### src/hdl/sha256_stream_hasher_defines.svh
// assertion macros shared by the sha256 stream hasher
`ifndef SHA256_STREAM_HASHER_DEFINES_SVH
`define SHA256_STREAM_HASHER_DEFINES_SVH

// antecedent implies consequent in the same cycle
`define SHA_ASSERT_SAME(label, ck, rn, ante, cons, msg) \
    label: assert property (@(posedge ck) disable iff (!rn) (ante) |-> (cons)) \
        else $error(msg);

// antecedent implies consequent in the next cycle
`define SHA_ASSERT_NEXT(label, ck, rn, ante, cons, msg) \
    label: assert property (@(posedge ck) disable iff (!rn) (ante) |=> (cons)) \
        else $error(msg);

`endif

### src/hdl/sha_pkg.sv
// shared types and constants of the sha256 stream hasher
`timescale 1ns / 1ps

package sha_pkg;

    // byte source for one buffer write
    localparam logic [1:0] SRC_DATA = 2'd0;
    localparam logic [1:0] SRC_MARK = 2'd1;
    localparam logic [1:0] SRC_ZERO = 2'd2;
    localparam logic [1:0] SRC_LEN  = 2'd3;

    localparam logic [7:0] PAD_MARK = 8'h80;
    localparam logic [5:0] LEN_POS  = 6'd56;
    localparam logic [5:0] FILL_TOP = 6'd63;
    localparam logic [2:0] MAX_BYTES = 3'd4;
    localparam logic [2:0] LAST_IDX = 3'd7;

    localparam logic [31:0] INIT_H [8] = '{
        32'h6a09e667, 32'hbb67ae85, 32'h3c6ef372, 32'ha54ff53a,
        32'h510e527f, 32'h9b05688c, 32'h1f83d9ab, 32'h5be0cd19
    };

    localparam logic [31:0] ROUND_K [64] = '{
        32'h428a2f98, 32'h71374491, 32'hb5c0fbcf, 32'he9b5dba5,
        32'h3956c25b, 32'h59f111f1, 32'h923f82a4, 32'hab1c5ed5,
        32'hd807aa98, 32'h12835b01, 32'h243185be, 32'h550c7dc3,
        32'h72be5d74, 32'h80deb1fe, 32'h9bdc06a7, 32'hc19bf174,
        32'he49b69c1, 32'hefbe4786, 32'h0fc19dc6, 32'h240ca1cc,
        32'h2de92c6f, 32'h4a7484aa, 32'h5cb0a9dc, 32'h76f988da,
        32'h983e5152, 32'ha831c66d, 32'hb00327c8, 32'hbf597fc7,
        32'hc6e00bf3, 32'hd5a79147, 32'h06ca6351, 32'h14292967,
        32'h27b70a85, 32'h2e1b2138, 32'h4d2c6dfc, 32'h53380d13,
        32'h650a7354, 32'h766a0abb, 32'h81c2c92e, 32'h92722c85,
        32'ha2bfe8a1, 32'ha81a664b, 32'hc24b8b70, 32'hc76c51a3,
        32'hd192e819, 32'hd6990624, 32'hf40e3585, 32'h106aa070,
        32'h19a4c116, 32'h1e376c08, 32'h2748774c, 32'h34b0bcb5,
        32'h391c0cb3, 32'h4ed8aa4a, 32'h5b9cca4f, 32'h682e6ff3,
        32'h748f82ee, 32'h78a5636f, 32'h84c87814, 32'h8cc70208,
        32'h90befffa, 32'ha4506ceb, 32'hbef9a3f7, 32'hc67178f2
    };

    // commands from the controller to the datapath
    typedef struct packed {
        logic       load;
        logic       put;
        logic [1:0] byte_src;
        logic       comp_start;
        logic       round_en;
        logic       add_en;
        logic       restart;
        logic [2:0] out_idx;
    } dp_cmd_t;

    // status from the datapath to the controller
    typedef struct packed {
        logic [5:0] fill;
        logic       round_last;
    } dp_status_t;

endpackage

### src/hdl/sha256_stream_hasher.sv
// top level of the streaming sha256 hasher
`timescale 1ns / 1ps
`include "sha256_stream_hasher_defines.svh"

// Streaming SHA-256 hasher.
// Input stream: s_axis_tdata carries up to four message bytes (first byte in
// bits 31..24) and a byte count in bits 34..32; s_axis_tlast marks the final
// transfer of a message. Counts above four are taken as four.
// Output stream: eight transfers per message, digest word in bits 31..0 and
// its index in bits 34..32, most significant word first; m_axis_tlast is set
// on the eighth word.
// Timing: an input transfer is taken in the idle state; its bytes are then
// written one per cycle. Each completed 64-byte block pauses the writing for
// the round unit (one round per cycle plus a final chaining add). The final
// transfer adds up to 72 padding bytes and one or two block runs, then
// the digest words appear, one per cycle while m_axis_tready is high.
// s_axis_tready is high only while the block is idle; one message item is
// processed at a time.
// Reset clears the counters and loads the initial hash value; the block is
// ready as soon as reset is released. A stalled receiver holds the current
// digest word and its index steady until it is taken.

module sha256_stream_hasher
    import sha_pkg::*;
(
    input  logic        clk,
    input  logic        rst_n,
    input  logic        s_axis_tvalid,
    output logic        s_axis_tready,
    input  logic [39:0] s_axis_tdata,   // data_word[31:0], byte_count[34:32], zero fill
    input  logic        s_axis_tlast,
    output logic        m_axis_tvalid,
    input  logic        m_axis_tready,
    output logic [39:0] m_axis_tdata,   // digest_word[31:0], word_index[34:32], zero fill
    output logic        m_axis_tlast
);

    dp_cmd_t     cmd;
    dp_status_t  status;
    logic [31:0] digest_word;
    logic [2:0]  word_index;

    sha_ctrl u_ctrl (
        .clk       (clk),
        .rst_n     (rst_n),
        .in_valid  (s_axis_tvalid),
        .in_ready  (s_axis_tready),
        .in_count  (s_axis_tdata[34:32]),
        .in_last   (s_axis_tlast),
        .out_valid (m_axis_tvalid),
        .out_ready (m_axis_tready),
        .out_index (word_index),
        .out_last  (m_axis_tlast),
        .cmd       (cmd),
        .status    (status)
    );

    sha_dp u_dp (
        .clk         (clk),
        .rst_n       (rst_n),
        .cmd         (cmd),
        .data_word   (s_axis_tdata[31:0]),
        .status      (status),
        .digest_word (digest_word)
    );

    // output packing
    assign m_axis_tdata = {5'b00000, word_index, digest_word};

    // intake and digest output never overlap
    `SHA_ASSERT_SAME(a_no_overlap, clk, rst_n, s_axis_tready, !m_axis_tvalid, "ready during output")
    // the eighth word is the only one flagged last
    `SHA_ASSERT_SAME(a_last_index, clk, rst_n, m_axis_tvalid && m_axis_tlast, m_axis_tdata[34:32] == LAST_IDX, "last flag on wrong word")
    // digest words come out in index order
    `SHA_ASSERT_NEXT(a_index_step, clk, rst_n, m_axis_tvalid && m_axis_tready && !m_axis_tlast, m_axis_tvalid && (m_axis_tdata[34:32] == 3'($past(m_axis_tdata[34:32]) + 3'd1)), "digest index skipped")
    // after the final word the block is ready for the next message
    `SHA_ASSERT_NEXT(a_back_idle, clk, rst_n, m_axis_tvalid && m_axis_tready && m_axis_tlast, s_axis_tready, "not idle after digest")

endmodule

### src/hdl/sha_dp.sv
// sha256 datapath: byte window, schedule, round unit and hash words
`timescale 1ns / 1ps

module sha_dp
    import sha_pkg::*;
(
    input  logic        clk,
    input  logic        rst_n,
    input  dp_cmd_t     cmd,
    input  logic [31:0] data_word,
    output dp_status_t  status,
    output logic [31:0] digest_word
);

    logic [31:0] data_reg;
    logic [31:0] win_reg [16];
    logic [31:0] work_reg [8];
    logic [31:0] hash_reg [8];
    logic [5:0]  fill_reg;
    logic [63:0] total_reg;
    logic [5:0]  round_reg;

    logic [7:0]  put_byte;
    logic [63:0] len_bits;
    logic [63:0] len_shift;
    logic [31:0] x15;
    logic [31:0] x2;
    logic [31:0] s0;
    logic [31:0] s1;
    logic [31:0] w_cur;
    logic [31:0] a_w;
    logic [31:0] e_w;
    logic [31:0] big_s0;
    logic [31:0] big_s1;
    logic [31:0] ch;
    logic [31:0] mj;
    logic [31:0] t1;
    logic [31:0] t2;

    // length field byte picked by the low bits of the fill
    always_comb
    begin
        len_bits  = {total_reg[60:0], 3'b000};
        len_shift = len_bits << {fill_reg[2:0], 3'b000};
    end

    // byte written into the block window
    always_comb
    begin
        case (cmd.byte_src)
            SRC_DATA: put_byte = data_reg[31:24];
            SRC_MARK: put_byte = PAD_MARK;
            SRC_ZERO: put_byte = 8'h00;
            default:  put_byte = len_shift[63:56];
        endcase
    end

    // message schedule word for this round
    always_comb
    begin
        x15 = win_reg[1];
        x2  = win_reg[14];
        s0  = {x15[6:0], x15[31:7]} ^ {x15[17:0], x15[31:18]} ^ (x15 >> 3);
        s1  = {x2[16:0], x2[31:17]} ^ {x2[18:0], x2[31:19]} ^ (x2 >> 10);
        if (round_reg[5:4] == 2'b00)
        begin
            w_cur = win_reg[0];
        end
        else
        begin
            w_cur = win_reg[0] + s0 + win_reg[9] + s1;
        end
    end

    // one compression round
    always_comb
    begin
        a_w    = work_reg[0];
        e_w    = work_reg[4];
        big_s1 = {e_w[5:0], e_w[31:6]} ^ {e_w[10:0], e_w[31:11]} ^ {e_w[24:0], e_w[31:25]};
        ch     = (e_w & work_reg[5]) ^ (~e_w & work_reg[6]);
        t1     = work_reg[7] + big_s1 + ch + ROUND_K[round_reg] + w_cur;
        big_s0 = {a_w[1:0], a_w[31:2]} ^ {a_w[12:0], a_w[31:13]} ^ {a_w[21:0], a_w[31:22]};
        mj     = (a_w & work_reg[1]) ^ (a_w & work_reg[2]) ^ (work_reg[1] & work_reg[2]);
        t2     = big_s0 + mj;
    end

    // item word, byte window and working variables
    always_ff @(posedge clk)
    begin
        if (cmd.load)
        begin
            data_reg <= data_word;
        end
        else if (cmd.put && cmd.byte_src == SRC_DATA)
        begin
            data_reg <= {data_reg[23:0], 8'h00};
        end

        if (cmd.put)
        begin
            for (int j = 0; j < 15; j++)
            begin
                win_reg[j] <= {win_reg[j][23:0], win_reg[j + 1][31:24]};
            end
            win_reg[15] <= {win_reg[15][23:0], put_byte};
        end
        else if (cmd.round_en)
        begin
            for (int j = 0; j < 15; j++)
            begin
                win_reg[j] <= win_reg[j + 1];
            end
            win_reg[15] <= w_cur;
        end

        if (cmd.comp_start)
        begin
            for (int j = 0; j < 8; j++)
            begin
                work_reg[j] <= hash_reg[j];
            end
        end
        else if (cmd.round_en)
        begin
            work_reg[7] <= work_reg[6];
            work_reg[6] <= work_reg[5];
            work_reg[5] <= work_reg[4];
            work_reg[4] <= work_reg[3] + t1;
            work_reg[3] <= work_reg[2];
            work_reg[2] <= work_reg[1];
            work_reg[1] <= work_reg[0];
            work_reg[0] <= t1 + t2;
        end
    end

    // fill, byte total, round count and chaining value
    always_ff @(posedge clk or negedge rst_n)
    begin
        if (!rst_n)
        begin
            fill_reg  <= '0;
            total_reg <= '0;
            round_reg <= '0;
            for (int j = 0; j < 8; j++)
            begin
                hash_reg[j] <= INIT_H[j];
            end
        end
        else
        begin
            if (cmd.restart)
            begin
                fill_reg  <= '0;
                total_reg <= '0;
                for (int j = 0; j < 8; j++)
                begin
                    hash_reg[j] <= INIT_H[j];
                end
            end
            else
            begin
                if (cmd.put)
                begin
                    fill_reg <= fill_reg + 6'd1;
                end
                if (cmd.put && cmd.byte_src == SRC_DATA)
                begin
                    total_reg <= total_reg + 64'd1;
                end
                if (cmd.add_en)
                begin
                    for (int j = 0; j < 8; j++)
                    begin
                        hash_reg[j] <= hash_reg[j] + work_reg[j];
                    end
                end
            end

            if (cmd.comp_start)
            begin
                round_reg <= '0;
            end
            else if (cmd.round_en)
            begin
                round_reg <= round_reg + 6'd1;
            end
        end
    end

    assign status.fill       = fill_reg;
    assign status.round_last = (round_reg == 6'd63);
    assign digest_word       = hash_reg[cmd.out_idx];

endmodule

### src/hdl/sha_ctrl.sv
// sha256 controller: item intake, padding sequence, compression and digest output
`timescale 1ns / 1ps

module sha_ctrl
    import sha_pkg::*;
(
    input  logic       clk,
    input  logic       rst_n,
    input  logic       in_valid,
    output logic       in_ready,
    input  logic [2:0] in_count,
    input  logic       in_last,
    output logic       out_valid,
    input  logic       out_ready,
    output logic [2:0] out_index,
    output logic       out_last,
    output dp_cmd_t    cmd,
    input  dp_status_t status
);

    localparam logic [2:0] S_IDLE  = 3'd0;
    localparam logic [2:0] S_PUT   = 3'd1;
    localparam logic [2:0] S_ROUND = 3'd2;
    localparam logic [2:0] S_ADD   = 3'd3;
    localparam logic [2:0] S_OUT   = 3'd4;

    // padding progress of the final item
    localparam logic [1:0] ST_MARK = 2'd0;
    localparam logic [1:0] ST_ZERO = 2'd1;
    localparam logic [1:0] ST_LEN  = 2'd2;
    localparam logic [1:0] ST_OUT  = 2'd3;

    logic [2:0] state_reg;
    logic [2:0] state_next;
    logic [2:0] left_reg;
    logic [2:0] left_next;
    logic       last_reg;
    logic       last_next;
    logic [1:0] stage_reg;
    logic [1:0] stage_next;
    logic [2:0] idx_reg;
    logic [2:0] idx_next;
    logic [2:0] count_sat;
    logic       more_put;
    logic       more_now;

    assign count_sat = (in_count > MAX_BYTES) ? MAX_BYTES : in_count;
    assign more_now  = (left_reg != 3'd0) || (last_reg && stage_reg != ST_OUT);

    // next state and datapath commands
    always_comb
    begin
        state_next     = state_reg;
        left_next      = left_reg;
        last_next      = last_reg;
        stage_next     = stage_reg;
        idx_next       = idx_reg;
        more_put       = 1'b0;
        cmd            = '0;
        cmd.byte_src   = SRC_DATA;
        cmd.out_idx    = idx_reg;
        in_ready       = 1'b0;
        out_valid      = 1'b0;

        unique case (state_reg)
            S_IDLE:
            begin
                in_ready = 1'b1;
                if (in_valid)
                begin
                    cmd.load   = 1'b1;
                    left_next  = count_sat;
                    last_next  = in_last;
                    stage_next = ST_MARK;
                    if (count_sat != 3'd0 || in_last)
                    begin
                        state_next = S_PUT;
                    end
                end
            end
            S_PUT:
            begin
                cmd.put = 1'b1;
                if (left_reg != 3'd0)
                begin
                    cmd.byte_src = SRC_DATA;
                    left_next    = left_reg - 3'd1;
                end
                else
                begin
                    unique case (stage_reg)
                        ST_MARK:
                        begin
                            cmd.byte_src = SRC_MARK;
                            stage_next   = ST_ZERO;
                        end
                        ST_ZERO:
                        begin
                            if (status.fill == LEN_POS)
                            begin
                                cmd.byte_src = SRC_LEN;
                                stage_next   = ST_LEN;
                            end
                            else
                            begin
                                cmd.byte_src = SRC_ZERO;
                            end
                        end
                        ST_LEN:
                        begin
                            cmd.byte_src = SRC_LEN;
                            if (status.fill == FILL_TOP)
                            begin
                                stage_next = ST_OUT;
                            end
                        end
                        default:
                        begin
                            cmd.put = 1'b0;
                        end
                    endcase
                end
                // bytes still to write after this one
                more_put = (left_next != 3'd0) || (last_reg && stage_next != ST_OUT);
                // a full block starts the compression
                if (status.fill == FILL_TOP)
                begin
                    cmd.comp_start = 1'b1;
                    state_next     = S_ROUND;
                end
                else if (!more_put)
                begin
                    state_next = S_IDLE;
                end
            end
            S_ROUND:
            begin
                cmd.round_en = 1'b1;
                if (status.round_last)
                begin
                    state_next = S_ADD;
                end
            end
            S_ADD:
            begin
                cmd.add_en = 1'b1;
                if (more_now)
                begin
                    state_next = S_PUT;
                end
                else if (last_reg && stage_reg == ST_OUT)
                begin
                    state_next = S_OUT;
                end
                else
                begin
                    state_next = S_IDLE;
                end
            end
            S_OUT:
            begin
                out_valid = 1'b1;
                if (out_ready)
                begin
                    idx_next = idx_reg + 3'd1;
                    if (idx_reg == LAST_IDX)
                    begin
                        cmd.restart = 1'b1;
                        idx_next    = 3'd0;
                        last_next   = 1'b0;
                        stage_next  = ST_MARK;
                        state_next  = S_IDLE;
                    end
                end
            end
            default:
            begin
                state_next = S_IDLE;
            end
        endcase
    end

    // controller registers
    always_ff @(posedge clk or negedge rst_n)
    begin
        if (!rst_n)
        begin
            state_reg <= S_IDLE;
            left_reg  <= '0;
            last_reg  <= 1'b0;
            stage_reg <= ST_MARK;
            idx_reg   <= '0;
        end
        else
        begin
            state_reg <= state_next;
            left_reg  <= left_next;
            last_reg  <= last_next;
            stage_reg <= stage_next;
            idx_reg   <= idx_next;
        end
    end

    assign out_index = idx_reg;
    assign out_last  = (idx_reg == LAST_IDX);

endmodule
### config.mk
export PLATFORM = sky130hd
export DESIGN_NAME = sha256_stream_hasher
export DESIGN_NICKNAME = d
export VERILOG_FILES = /design/src/hdl/sha_pkg.sv /design/src/hdl/sha256_stream_hasher.sv /design/src/hdl/sha_dp.sv /design/src/hdl/sha_ctrl.sv
export VERILOG_INCLUDE_DIRS = /design/src /design/src/hdl
export SDC_FILE = /design/constraint.sdc
export NUM_CORES = 2
export LEC_CHECK = 0
export ABC_AREA = 1
export BUFFER_PORTS_ARGS = -buffer_cell sky130_fd_sc_hd__buf_2
export CAP_MARGIN = 20
export CORE_MARGIN = 10
export CORE_UTILIZATION = 56
export DETAILED_ROUTE_END_ITERATION = 10
export PLACE_DENSITY_LB_ADDON = 0.25
export REMOVE_ABC_BUFFERS = 1
export SETUP_SLACK_MARGIN = 0.02
export SYNTH_ARGS = -nofsm -noshare
export SYNTH_HDL_FRONTEND = slang
export SYNTH_SLANG_ARGS = --single-unit
### constraint.sdc
create_clock -name clk -period 17.44 [get_ports clk]
set_input_delay 1.744 -clock clk [delete_from_list [all_inputs] [get_ports clk]]
set_output_delay 1.744 -clock clk [all_outputs]
set_load 0.02 [all_outputs]
==> results.toml <==
[outcome]
status = "finished clean"

[synthesis]
postSynth.asyncResetShare_pct = 29.9
yosysMostFrequentCell = "nand2_1"
synth_flop_cell = "edfxtp_1"
yosysWarnings = 0
syn_area_um2 = 82000
ys_ff_latch = 1141
synthTopCellsByCount = "2803 x nand2_1, 1380 x inv_1, 1145 x o21ai_0"
synthTopCellsByArea = "edfxtp_1 29%, nand2_1 13%, o21ai_0 7.0%"
postSynthAreaPerCell_um2 = 7.86
yosys.area.top_type = "edfxtp_1"
yosys.area.top_type_share_pct = 29.3
synth_edf_count = 800
seq_area_frac_synth_pct = 39.9
yosysUniqueCellTypes = 73
synth_cells = 10437

[global_routing]
grt_pass1_wl_um = 434000
grt_max_degree = 220
gr-usage-all-layers_pct = 34.9
grt_pass1_vias = 69895
grt-ovfl-total = 0
antenna_found_initial = 3

[clocking]
clock-sinks = 1141
clockBufferDepth = 3
clkLatencyLatePin_ns = 0.79
post-cts-setup-buffer-count = 0
ctsResizeCount = 0
h-tree-depth = 4
cts_made_buffers = 133
hold_buffers = 0
cts_root_buffer = "clkbuf_16"
clkTransAtPathRegs_ns = 0.06
cts_tree = "yes"

[die]
start_util_pct = 56.3
core_um2 = 146000
pin_count = 88
die_y_um = 403
die_w_um = 403
num_rows = 140
die_area_um2 = 162000

[run]
drv_cap = 0

[worst_setup_path]
path_class = "flip-flop to flip-flop"
cpMaxStageDelayCell = "xor2_1"
worstPathRequired_ns = 17.94
max_stage_delay_ns = 0.91
cp.arrival_ns = 11.32
worstPathMaxFanout = 6
r2r_setup_slack_ns = 6.62
start_kind = "flip-flop"
worstRegToRegCells = 39
cp-end-kind = "flip-flop"
path_common_cell = "inv_1"

[detailed_routing]
initialDrtViolationCount = 9705
drcViolationCount = 0
drt_first_pass_iters = 6
avgRoutedWirePerCell_um = 23.6
via_per_inst = 6.04
antenna_left = 0
num_vias = 74371
routed_wl_um = 291000

[min_path]
hold_depth = 2
hp-class = "flip-flop to flip-flop"

[finish]
drive_gt1_share_pct = 5.43
nets = 10934
fillers = 13107
syn_to_final_growth_pct = 7.85
largest_register_ffs = 512

[sta]
setup_viol = 0
finalCriticalPeriod_ns = 10.82
setup_tns_ns = 0
clock_skew_ns = 0.0494
finalHoldViolCount = 0
drv_slew = 0
finalCritPeriodShare_pct = 62.0
max_slew_margin_pct = 17.3
fmax_mhz = 92.5
worst_pin_slew_ns = 1.24
rsz0062_at_grt = "no"

[placement]
port_buffers = 77
dp_hpwl_um = 218000
place_congestion = 1.04
cell families (layout without fill, tap and decap cells):
logic type | Yosys count | count (layout) | synth area share [%]
simple gates | 3983 | 3983 | 19.6
compound gates | 2459 | 2459 | 16.5
buf+inv | 1832 | 1791 | 8.50
flops | 1141 | 1141 | 39.9
fa+ha+maj | 606 | 606 | 11.0
xor+xnor | 398 | 398 | 4.25
mux | 17 | 17 | 0.207
other cells | 1 | 8 | 0.00457
per-layer routing:
layer,vias to the layer above,wire [um],track usage [%]
li1,34390,-,-
met1,35310,118000,48.0
met2,3988,125000,52.5
met3,681,31500,7.40
met4,2,16400,16.8
met5,-,11,0
path summary, 6_finish.rpt:
| check | from | end |
|---|---|---|
| max | u_dp.win_reg[1][17] | u_dp.work_reg[0][31] |
| min | u_dp.hash_reg[66] | u_dp.hash_reg[66] |
| max reg2reg | u_dp.win_reg[1][17] | u_dp.work_reg[0][31] |
| min reg2reg | u_dp.hash_reg[66] | u_dp.hash_reg[66] |
| max in group asynchronous | rst_n | u_dp.hash_reg[12] |
| min in group asynchronous | rst_n | u_dp.hash_reg[222] |
metrics by stage:
stage / worst slack, ns / cell area [um^2] / hold WS (ns) / std cells / util, %
detailed placement: 7.14 / 83700 / 0.489 / 12067 / 57.5
floorplan: -61.68 / 80300 / 0.455 / 10007 / -
global route: 6.31 / 88400 / 0.530 / 12317 / 60.8
CTS: 7.03 / 88400 / 0.497 / 12314 / 60.7
finish: 6.62 / 88400 / 0.496 / 12320 / 60.8
global placement: 7.16 / 83700 / 0.478 / 12067 / 57.5
layout by cell type (no fill, tap or decap), types with 13 or more instances in the layout:
| master | n |
|---|---|
| o211ai_1 | 22 |
| dfrtp_1 | 203 |
| clkbuf_16 | 133 |
| mux2i_1 | 17 |
| ha_1 | 406 |
| bufinv_16 | 18 |
| a221oi_1 | 28 |
| inv_1 | 1379 |
| nor2_1 | 557 |
| buf_4 | 63 |
| dfstp_2 | 136 |
| o21a_1 | 27 |
| o221ai_1 | 15 |
| a211oi_1 | 16 |
| o31ai_1 | 14 |
| o22ai_1 | 135 |
| a21o_1 | 74 |
| nand3_1 | 311 |
| o21ai_1 | 19 |
| nor3_1 | 140 |
| clkinv_2 | 17 |
| a22oi_1 | 17 |
| clkbuf_1 | 34 |
| buf_2 | 76 |
| nand3b_1 | 13 |
| or2_2 | 17 |
| o21bai_1 | 57 |
| a21oi_1 | 736 |
| o21ai_0 | 1145 |
| edfxtp_1 | 800 |
| xnor2_1 | 163 |
| xor2_1 | 235 |
| nand2_1 | 2801 |
| nor4_1 | 20 |
| fa_1 | 195 |
| a21boi_0 | 17 |
| a31oi_1 | 92 |
| nand4_1 | 68 |
| clkinv_1 | 18 |
critical path, delay by kind of cell (launching register included):
family,cells,cell delay (ns)
simple gates,14,2.80
compound gates,8,1.49
xor+xnor,3,1.52
buf+inv,7,0.62
flops,1,0.66
fa+ha+maj,7,3.40
area by class of cell:
| class | count | area [um^2] | area share [%] |
|---|---|---|---|
| sequential | 1141 | 32700 | 37.0 |
| multi-input combinational | 7468 | 42400 | 47.9 |
| inverter | 1398 | 5280 | 5.97 |
| clock inverter | 72 | 1120 | 1.26 |
| clock buffer | 175 | 3570 | 4.03 |
| tap | 1917 | 2400 | 2.71 |
| timing repair buffer | 146 | 987 | 1.12 |
| antenna | 3 | 7.51 | 0.00849 |
Power is not shown: default switching activity piles up to over one toggle a cycle in this logic, so the estimate is an artifact.
